$ cat src/sv/brd_pkg.sv
// Shared types and constants for the brace region detector.
// Depends on nothing; imported by brd_scan, brd_stack and the top module.
package brd_pkg;

  localparam int CHAR_W          = 16;
  localparam int LINE_BITS       = 20;
  localparam int EXCESS_W        = 20;
  localparam int STACK_DEPTH_DEF = 64;

  // Stream payload widths; the tdata fields are padded up to whole bytes.
  localparam int S_TDATA_W = 40;
  localparam int S_TUSER_W = 2;
  localparam int M_TDATA_W = 40;

  localparam logic [CHAR_W-1:0]   CH_OPEN   = 16'h007B;
  localparam logic [CHAR_W-1:0]   CH_CLOSE  = 16'h007D;
  localparam logic [CHAR_W-1:0]   CH_SLASH  = 16'h002F;
  localparam logic [CHAR_W-1:0]   CH_DQUOTE = 16'h0022;
  localparam logic [CHAR_W-1:0]   CH_SQUOTE = 16'h0027;
  localparam logic [CHAR_W-1:0]   CH_BSLASH = 16'h005C;
  localparam logic [EXCESS_W-1:0] EXCESS_MAX = '1;

  // Brace events seen by the scanner outside strings and comments.
  typedef struct packed {
    logic is_open;
    logic is_close;
  } brd_event_t;

endpackage

$ cat src/sv/brd_ram.sv
// Generic single-write, single-read RAM with a registered read port.
// Self-contained; used for the brace stack storage.
module brd_ram #(
  parameter int WIDTH = 8,
  parameter int DEPTH = 16
) (
  input  logic                     clk,
  input  logic                     we,
  input  logic [$clog2(DEPTH)-1:0] waddr,
  input  logic [WIDTH-1:0]         wdata,
  input  logic [$clog2(DEPTH)-1:0] raddr,
  output logic [WIDTH-1:0]         rdata
);

  logic [WIDTH-1:0] mem [DEPTH];

  always_ff @(posedge clk) begin
    if (we) begin
      mem[waddr] <= wdata;
    end
    rdata <= mem[raddr];
  end

endmodule

$ cat src/sv/brd_scan.sv
// Lexical scanner: tracks string and line comment state per character.
// Depends on brd_pkg; reports brace events that fall outside strings and comments.
module brd_scan
  import brd_pkg::*;
(
  input  logic              clk,
  input  logic              rst,
  input  logic              fire,
  input  logic [CHAR_W-1:0] char_code,
  input  logic              line_start,
  input  logic              doc_start,
  output brd_event_t        ev
);

  logic              in_quote, in_quote_next;
  logic [CHAR_W-1:0] quote_char, quote_char_next;
  logic              prev_backslash;
  logic              prev_slash, prev_slash_next;
  logic              in_comment, in_comment_next;

  logic q_cur, c_cur, bs_cur, sl_cur, is_quote, plain;

  always_comb begin
    // A new line drops any string or comment left open on the previous one.
    q_cur  = in_quote & ~(line_start | doc_start);
    c_cur  = in_comment & ~(line_start | doc_start);
    bs_cur = prev_backslash & ~(line_start | doc_start);
    sl_cur = prev_slash & ~(line_start | doc_start);

    is_quote        = (char_code == CH_DQUOTE) || (char_code == CH_SQUOTE);
    in_quote_next   = q_cur;
    quote_char_next = quote_char;
    in_comment_next = c_cur;
    prev_slash_next = sl_cur;
    plain           = 1'b0;

    if (c_cur) begin
      // Rest of the line is commented out.
    end else if (!q_cur && is_quote) begin
      in_quote_next   = 1'b1;
      quote_char_next = char_code;
      prev_slash_next = 1'b0;
    end else if (q_cur) begin
      if ((char_code == quote_char) && !bs_cur) begin
        in_quote_next = 1'b0;
      end
      prev_slash_next = 1'b0;
    end else if ((char_code == CH_SLASH) && sl_cur) begin
      in_comment_next = 1'b1;
      prev_slash_next = 1'b0;
    end else begin
      prev_slash_next = (char_code == CH_SLASH);
      plain           = 1'b1;
    end

    ev.is_open  = plain && (char_code == CH_OPEN);
    ev.is_close = plain && (char_code == CH_CLOSE);
  end

  always_ff @(posedge clk) begin
    if (rst) begin
      in_quote       <= 1'b0;
      quote_char     <= '0;
      prev_backslash <= 1'b0;
      prev_slash     <= 1'b0;
      in_comment     <= 1'b0;
    end else if (fire) begin
      in_quote       <= in_quote_next;
      quote_char     <= quote_char_next;
      prev_backslash <= (char_code == CH_BSLASH);
      prev_slash     <= prev_slash_next;
      in_comment     <= in_comment_next;
    end
  end

  // The character inputs only carry a real character while a step fires.
  property p_no_open_and_close;
    @(posedge clk) disable iff (rst) fire |-> !(ev.is_open && ev.is_close);
  endproperty
  a_no_open_and_close: assert property (p_no_open_and_close)
    else $error("scanner flagged open and close at once");

  property p_not_both_modes;
    @(posedge clk) disable iff (rst) !(in_quote && in_comment);
  endproperty
  a_not_both_modes: assert property (p_not_both_modes)
    else $error("string and comment state set together");

  property p_comment_quiet;
    @(posedge clk) disable iff (rst)
      (in_comment && !line_start && !doc_start) |-> !(ev.is_open || ev.is_close);
  endproperty
  a_comment_quiet: assert property (p_comment_quiet)
    else $error("brace event reported inside a comment");

endmodule

$ cat src/sv/brd_stack.sv
// Brace stack: depth counter, overflow counter, RAM storage and a top-of-stack bypass.
// Depends on brd_pkg and brd_ram; produces at most one region per character.
module brd_stack
  import brd_pkg::*;
#(
  parameter int STACK_DEPTH = STACK_DEPTH_DEF
) (
  input  logic                 clk,
  input  logic                 rst,
  input  logic                 fire,
  input  brd_event_t           ev,
  input  logic                 doc_start,
  input  logic [LINE_BITS-1:0] line,
  output logic                 res_valid,
  output logic [LINE_BITS-1:0] res_start
);

  localparam int ADDR_W = $clog2(STACK_DEPTH);
  localparam int CNT_W  = $clog2(STACK_DEPTH + 1);
  localparam logic [CNT_W-1:0] CNT_FULL = CNT_W'(STACK_DEPTH);

  logic [CNT_W-1:0]     count, count_next, count_base, top_idx;
  logic [EXCESS_W-1:0]  excess, excess_next, excess_base;
  logic                 byp_valid;
  logic [LINE_BITS-1:0] byp_line;
  logic [LINE_BITS-1:0] ram_rdata, top_line;
  logic                 push, pop;
  logic [ADDR_W-1:0]    raddr;

  always_comb begin
    count_base  = doc_start ? '0 : count;
    excess_base = doc_start ? '0 : excess;
    count_next  = count_base;
    excess_next = excess_base;
    push        = 1'b0;
    pop         = 1'b0;
    // Freshly pushed entries are served from the bypass until the RAM read catches up.
    top_line    = byp_valid ? byp_line : ram_rdata;

    if (ev.is_open) begin
      if (count_base < CNT_FULL) begin
        push       = 1'b1;
        count_next = count_base + CNT_W'(1);
      end else if (excess_base != EXCESS_MAX) begin
        excess_next = excess_base + EXCESS_W'(1);
      end
    end else if (ev.is_close) begin
      if (excess_base != '0) begin
        excess_next = excess_base - EXCESS_W'(1);
      end else if (count_base != '0) begin
        pop        = 1'b1;
        count_next = count_base - CNT_W'(1);
      end
    end

    res_valid = pop && (line > top_line);
    res_start = top_line;

    // Prefetch whatever will be on top after this step.
    top_idx = (fire ? count_next : count) - CNT_W'(1);
    raddr   = top_idx[ADDR_W-1:0];
  end

  brd_ram #(
    .WIDTH(LINE_BITS),
    .DEPTH(STACK_DEPTH)
  ) u_ram (
    .clk  (clk),
    .we   (fire && push),
    .waddr(count_base[ADDR_W-1:0]),
    .wdata(line),
    .raddr(raddr),
    .rdata(ram_rdata)
  );

  always_ff @(posedge clk) begin
    if (rst) begin
      count     <= '0;
      excess    <= '0;
      byp_valid <= 1'b0;
    end else begin
      byp_valid <= fire && push;
      if (fire) begin
        count  <= count_next;
        excess <= excess_next;
      end
    end
  end

  always_ff @(posedge clk) begin
    if (fire && push) begin
      byp_line <= line;
    end
  end

  property p_count_bound;
    @(posedge clk) disable iff (rst) count <= CNT_FULL;
  endproperty
  a_count_bound: assert property (p_count_bound)
    else $error("stack count beyond depth");

  property p_excess_only_when_full;
    @(posedge clk) disable iff (rst) (excess != '0) |-> (count == CNT_FULL);
  endproperty
  a_excess_only_when_full: assert property (p_excess_only_when_full)
    else $error("overflow count set while stack not full");

  property p_bypass_nonempty;
    @(posedge clk) disable iff (rst) byp_valid |-> (count != '0);
  endproperty
  a_bypass_nonempty: assert property (p_bypass_nonempty)
    else $error("bypass valid on an empty stack");

endmodule

$ cat src/sv/brace_region_detector_top.sv
// Brace region detector: one text character per transaction in, fold regions out.
// A character's region reaches m_tdata, with m_tvalid high, through the input
// register and then the result register; a pending result can hold it back.
// Throughput: one character per cycle while no region waits on a low m_tready; the
// single stack RAM port pair and its top-of-stack bypass let a push or pop follow any other operation directly.
// Reset (rst, synchronous, active high) empties the stack, clears string and
// comment state and drops any held transaction; stack RAM contents are not cleared.
module brace_region_detector_top
  import brd_pkg::*;
#(
  parameter int STACK_DEPTH = STACK_DEPTH_DEF
) (
  input  logic                 clk,
  input  logic                 rst,
  input  logic                 s_tvalid,
  output logic                 s_tready,
  // s_tdata: [15:0] char_code, [35:16] line_number, [39:36] zero.
  input  logic [S_TDATA_W-1:0] s_tdata,
  // s_tuser: [0] line_start, [1] doc_start.
  input  logic [S_TUSER_W-1:0] s_tuser,
  output logic                 m_tvalid,
  input  logic                 m_tready,
  // m_tdata: [19:0] region_start, [39:20] region_end.
  output logic [M_TDATA_W-1:0] m_tdata
);

  // Input register stage. A held character is processed as soon as the
  // output register has room, and it stays here until then.
  logic                 in_valid;
  logic [CHAR_W-1:0]    in_char;
  logic [LINE_BITS-1:0] in_line;
  logic                 in_line_start;
  logic                 in_doc_start;

  // The processing step fires when a character is held and the result register
  // is free or being emptied in the same cycle. Characters without a region
  // still need the slot, which keeps the ordering trivial.
  logic fire;
  assign fire     = in_valid && (!m_tvalid || m_tready);
  assign s_tready = !in_valid || fire;

  always_ff @(posedge clk) begin
    if (rst) begin
      in_valid <= 1'b0;
    end else if (s_tready) begin
      in_valid <= s_tvalid;
    end
  end

  always_ff @(posedge clk) begin
    if (s_tvalid && s_tready) begin
      in_char       <= s_tdata[CHAR_W-1:0];
      in_line       <= s_tdata[CHAR_W +: LINE_BITS];
      in_line_start <= s_tuser[0];
      in_doc_start  <= s_tuser[1];
    end
  end

  // The scanner decides whether a brace counts; it ignores braces inside
  // quoted strings and after a double slash on the same line.
  brd_event_t ev;

  brd_scan u_scan (
    .clk       (clk),
    .rst       (rst),
    .fire      (fire),
    .char_code (in_char),
    .line_start(in_line_start),
    .doc_start (in_doc_start),
    .ev        (ev)
  );

  // The stack matches opens with closes and reports multi-line regions.
  logic                 res_valid;
  logic [LINE_BITS-1:0] res_start;

  brd_stack #(
    .STACK_DEPTH(STACK_DEPTH)
  ) u_stack (
    .clk      (clk),
    .rst      (rst),
    .fire     (fire),
    .ev       (ev),
    .doc_start(in_doc_start),
    .line     (in_line),
    .res_valid(res_valid),
    .res_start(res_start)
  );

  // Result register. It holds a region until the downstream side takes it,
  // while the input side keeps accepting as long as it drains.
  always_ff @(posedge clk) begin
    if (rst) begin
      m_tvalid <= 1'b0;
    end else if (fire) begin
      m_tvalid <= res_valid;
    end else if (m_tready) begin
      m_tvalid <= 1'b0;
    end
  end

  always_ff @(posedge clk) begin
    if (fire && res_valid) begin
      m_tdata <= {in_line, res_start};
    end
  end

  property p_result_registered;
    @(posedge clk) disable iff (rst) (fire && res_valid) |=> m_tvalid;
  endproperty
  a_result_registered: assert property (p_result_registered)
    else $error("region lost between stack and result register");

  property p_no_overwrite;
    @(posedge clk) disable iff (rst) (m_tvalid && !m_tready) |-> !fire;
  endproperty
  a_no_overwrite: assert property (p_no_overwrite)
    else $error("processing step fired over a pending result");

  property p_held_char_stays;
    @(posedge clk) disable iff (rst) (in_valid && !fire) |=> in_valid;
  endproperty
  a_held_char_stays: assert property (p_held_char_stays)
    else $error("held character dropped without processing");

endmodule
$ cat config.mk
export PLATFORM = sky130hd
export DESIGN_NAME = brace_region_detector_top
export DESIGN_NICKNAME = d
export VERILOG_FILES = /design/src/sv/brd_pkg.sv /design/src/sv/brd_ram.sv /design/src/sv/brd_scan.sv /design/src/sv/brd_stack.sv /design/src/sv/brace_region_detector_top.sv
export SDC_FILE = /design/constraint.sdc
export NUM_CORES = 2
export LEC_CHECK = 0
export ABC_AREA = 1
export BUFFER_PORTS_ARGS = -buffer_cell sky130_fd_sc_hd__buf_2
export CORE_MARGIN = 3
export CORE_UTILIZATION = 40
export DETAILED_ROUTE_END_ITERATION = 8
export PLACE_DENSITY = 0.59
export REMOVE_ABC_BUFFERS = 1
export SYNTH_ARGS = -nofsm -noshare
export SYNTH_HDL_FRONTEND = slang
export SYNTH_SLANG_ARGS = --single-unit
$ cat constraint.sdc
create_clock -name clk -period 4.3 [get_ports clk]
set_clock_uncertainty 0.15 [all_clocks]
set_input_delay 0.86 -clock clk [delete_from_list [all_inputs] [get_ports clk]]
set_output_delay 0.86 -clock clk [all_outputs]
set_load 0.1 [all_outputs]
==> results by stage <==
Status:
- The run finished with clean final reports.

Drt:
- The wire length per cell is 22.7 µm.
- The final routed wirelength across all metal layers is 186000 µm.
- The number of iterations in the first detailed-routing pass is 6.
- The count of unresolved DRC violations after routing is 0.
- The remaining number of nets flagged by the antenna check after routing is 0.
- In this run, the number of DRC markers left after iteration 0 of detailed routing was 4556.
- Dividing the detail-routed via count by the number of cells gives roughly 5.4.
- The total via count in the routed design is about 44000.

Global route:
- The pin count of the biggest net entering global routing is 177.
- For this run, the total global-route usage over all layers was measured as between 20 and 25%.
- The global-route wire length before repair is 272000 µm.
- The initial antenna violation count was 4.
- The residual overflow from global routing is 0.
- The via count of the first global-routing pass came to ~41000.

Cells and area:
- The library cells used most frequently in the layout, excluding fill and tap cells, are 1378 x edfxtp_1, 1287 x nand3_1, 998 x nand2_1.
- At the end of the flow, the number of nets in the layout was 6077.
- The relative area change from synthesis to final layout is 14.7%.
- Across the whole layout, storage elements account for 0.0428 mm².
- The fraction of layout cells with a size suffix above 1 is 11.0%.
- The final-layout fill cell count is 14100.
- With fillers left out, the area of the finished cells amounts to between 0.07 and 0.08 mm².
- After the flow finishes, the layout carries non-filler instances totaling 8190.
- Leaving out fill and tap cells, the most frequent cell in the layout is edfxtp_1.
- The area occupied by multi-input gates is 0.0166 mm².

Timing:
- The worst slew margin relative to its limit is about 23%.
- The smallest setup slack after layout is 0.143 ns.
- Setup repair after global routing could not meet its margin everywhere.
- For the finished layout, the period the worst path requires is 4.16 ns.
- The number of slew-limit violations in the final report is 0.
- For the pin with the worst max-slew slack, the measured transition is 1.15 ns.
- The hold violation total from the final report is 0.
- The highest clock frequency the design can meet is 241 MHz.
- The final critical path takes up 96.7% of the cycle.
- The final-report setup violation count is 0.

Placed design:
- The wire-length estimate of the detail-placed layout is 106000 µm.
- Before CTS, the worst setup slack after placement is -0.0509 ns.
- Port buffering added 83 buffers.
- The number of cells in the design after placement is between 7000 and 8000.
- After detailed placement, the total cell area comes to just under 0.07 mm².
- The final weighted congestion in routability-driven placement is 0.870.

Setup path:
- The worst register-to-register path begins at in_doc_start$_DFFE_PP_.
- The register-to-register path setup slack is 0.14 ns.
- The critical path class is reg2reg.
- The worst register-to-register path ends at u_stack.u_ram.rdata[3]$_DFF_P_.
- The critical path endpoint category is a flop.
- The number of cells on the worst reg-to-reg path is 25.
- The startpoint class of the critical path is a flop.
- The signal arrival time at the worst endpoint is ~4.7 ns.
- For the worst setup path, the data required time is around 4.8 ns.
- The most critical setup path has its startpoint at in_doc_start$_DFFE_PP_.
- The largest fanout on the critical path is 22.

CTS:
- Clock tree synthesis inserted a total of about 150 buffers.
- In this run the deepest clock path goes through 3 buffers.
- For this design, the CTS-stage hold fixing added 0 buffers.
- The depth of the CTS H-tree is 4.
- The clock tree root driver cell is clkbuf_16.
- The later pin in the worst-skew pair is clocked with a latency of approximately 0.78 ns.
- TritonCTS built the clock tree.
- After clock tree synthesis, the clock-pin slew on the worst setup and hold paths is 0.06 ns.
- The number of clock sinks is 1448.

Die:
- From left edge to right edge, the die measures 405 µm.
- The area of the die is 0.164 mm².
- The I/O pin count is a little under 90.
- The region available for standard cell placement spans 0.157 mm².
- After floorplanning, the core was divided into 145 placement rows.
- Once the floorplan was initialized, standard cells occupied between 40 and 50% of the core.
- The die is 405 µm tall.

Worst hold path:
- The worst hold path stage count is 1.
- The worst min-delay path category is in2reg.
- The start point of the worst min-delay path is s_tdata[28].
- The capture endpoint of the worst hold path is in_line[12]$_DFFE_PP_.

Synth:
- The sequential area share after synthesis is 67.0%.
- The flip-flop cell with the highest count after synthesis is edfxtp_1.
- The Yosys step of the flow raised 0 warnings.
- Counting flops and latches in the post-synthesis netlist gives roughly 1400.
- The post-synthesis area per instance is 10.9 µm².
- The synthesized netlist occupies a cell area of 0.0638 mm².
- In the synthesized netlist the async set-or-reset flop fraction comes to 0%.
- The cell count after synthesis came out at between 5000 and 6000.
- In this run, synthesis inferred 1378 flip-flops with an integrated enable.
- Counting distinct cell types in the post-synthesis netlist gives 50.

Power and ir drop:
- The static leakage is about 0.028 µW.
- The maximum vdd ir drop is 442 µV.
- The completed layout was analyzed and its total power is 30300 µW.
- The cell area power density is approximately 410 mW/mm².

Run:
- The tool flagged a number of max-cap violations equal to 0.
==> where the power goes <==
group          switching (µW)  leakage (µW)  internal (µW)  total (µW)
clock network            5430       0.00230           7210       12600
logic                    1520        0.0127            625        2140
registers                43.6        0.0130          15500       15600
total                    6990        0.0280          23300       30300
==> registers in the layout, indices dropped and copies added, names as in the netlist <==
signal and flops:
u_scan.prev_backslash 1, u_stack.byp_valid 1, m_tdata 40, u_stack.u_ram.rdata 20
u_stack.u_ram.mem 1280, in_valid 1, in_line 20, u_scan.quote_char 16
in_line_start 1, u_stack.count 7, u_scan.prev_slash 1, u_scan.in_quote 1
u_stack.byp_line 20, u_scan.in_comment 1, m_tvalid 1, in_doc_start 1
u_stack.excess 20, in_char 16
==> worst max path at each step <==
stage                                            endpoint  slack, ns  depth (start not counted)
after floorplan           u_stack.u_ram.rdata[13]$_DFF_P_     -36.82                         18
after global placement    u_stack.u_ram.rdata[14]$_DFF_P_      -0.04                         20
after detailed placement  u_stack.u_ram.rdata[14]$_DFF_P_      -0.05                         17
after CTS                 u_stack.u_ram.rdata[12]$_DFF_P_       0.03                         24
after global routing      u_stack.u_ram.rdata[16]$_DFF_P_      -0.05                         23
final                      u_stack.u_ram.rdata[3]$_DFF_P_       0.14                         25
==> through the flow <==
| step | setup TNS, ns | util, % | hold slack, ns |
|---|---|---|---|
| 3_5_place_dp | -0.0509 | 43.4 | 0.306 |
| 5_1_grt | -0.220 | 46.5 | 0.0765 |
| 6_report | 0 | 46.5 | 0.114 |
| 2_1_floorplan | -760.09 | - | 0.289 |
| 4_1_cts | 0 | 46.4 | 0.0466 |
| 3_3_place_gp | -0.0380 | 43.4 | 0.303 |
==> final cells by class <==
type                    count  area share (%)
flip-flops and latches   1448            58.4
multi-input cells        3203            22.6
clock buffers             204            5.68
repair buffers            369            4.63
inverters                 831            4.27
well taps                2058            3.52
clock inverters            76           0.802
diodes                      1         0.00342
==> repair_timing <==
| action | CTS | global route |
|---|---|---|
| setup endpoints to repair | 1 | 20 |
| pin swaps | 0 | 1 |
| setup buffers | 0 | 2 |
| cloned | 0 | 2 |
| gates resized for setup | 2 | 13 |
==> worst max-delay path, cell delays in order, from the launching register on <==
cell and delay (ns):
edfxtp_1 0.41, buf_4 0.18, nor2_1 0.18, inv_1 0.10
ha_1 0.19, nand2_1 0.06, nor2_1 0.04, nand2_1 0.06
nor2_2 0.05, nand3_1 0.10, inv_2 0.07, nand3_1 0.12
nand2_1 0.11, nand3_4 0.12, nand2_8 0.10, inv_2 0.11
ha_4 0.16, nand3_1 0.21, nand2_8 0.24, buf_12 0.23
buf_12 0.21, nand3_1 0.10, nand3_1 0.18, nand3_1 0.13
nand3_1 0.27, nand2_1 0.10
==> metal layers <==
metal  wire length [µm]  part of all wire [%]  GRT usage (%)
met1              78600                    42           30.9
met2              85600                    46           35.0
met3              14800                   8.0           3.73
met4               6610                   3.6           8.17
met5                  0                     0              0
==> kinds of logic (layout without fill, tap and decap cells) <==
kind of cell               after synthesis  after routing  synth area share [%]
and+or+nand+nor                       2985           2985                  23.2
DFF                                   1448           1448                  67.0
buffers and inverters                 1189           1480                  7.51
AOI/OAI and AO/OA                      174            174                  1.51
adders and majority gates               26             26                 0.510
xor gates and xnor gates                17             17                 0.245
muxes                                    1              1                0.0176
other                                    0              1                     0
==> Yosys cell counts (4+ instances only) <==
cell,instances,area [µm²]
o21a_1,4,30.0
o21ai_1,4,20.0
nand3_1,1294,6480
a21oi_1,41,205
nor2_1,146,548
inv_2,5,18.8
o211ai_1,5,37.5
nand4_1,23,144
inv_1,823,3090
nor3_1,14,70.1
nand3b_1,480,3600
nand2_2,7,43.8
edfxtp_1,1378,41400
nor2_2,5,31.3
buf_2,196,981
clkbuf_1,116,435
buf_6,5,56.3
nor4_1,5,31.3
xor2_1,7,61.3
dfxtp_1,70,1400
nand2_1,1000,3750
xnor2_1,9,78.8
a31oi_1,5,31.3
buf_4,13,97.6
buf_1,28,105
o21ai_0,97,485
ha_1,26,325
Note: power is estimated with default switching activity, not from simulation.
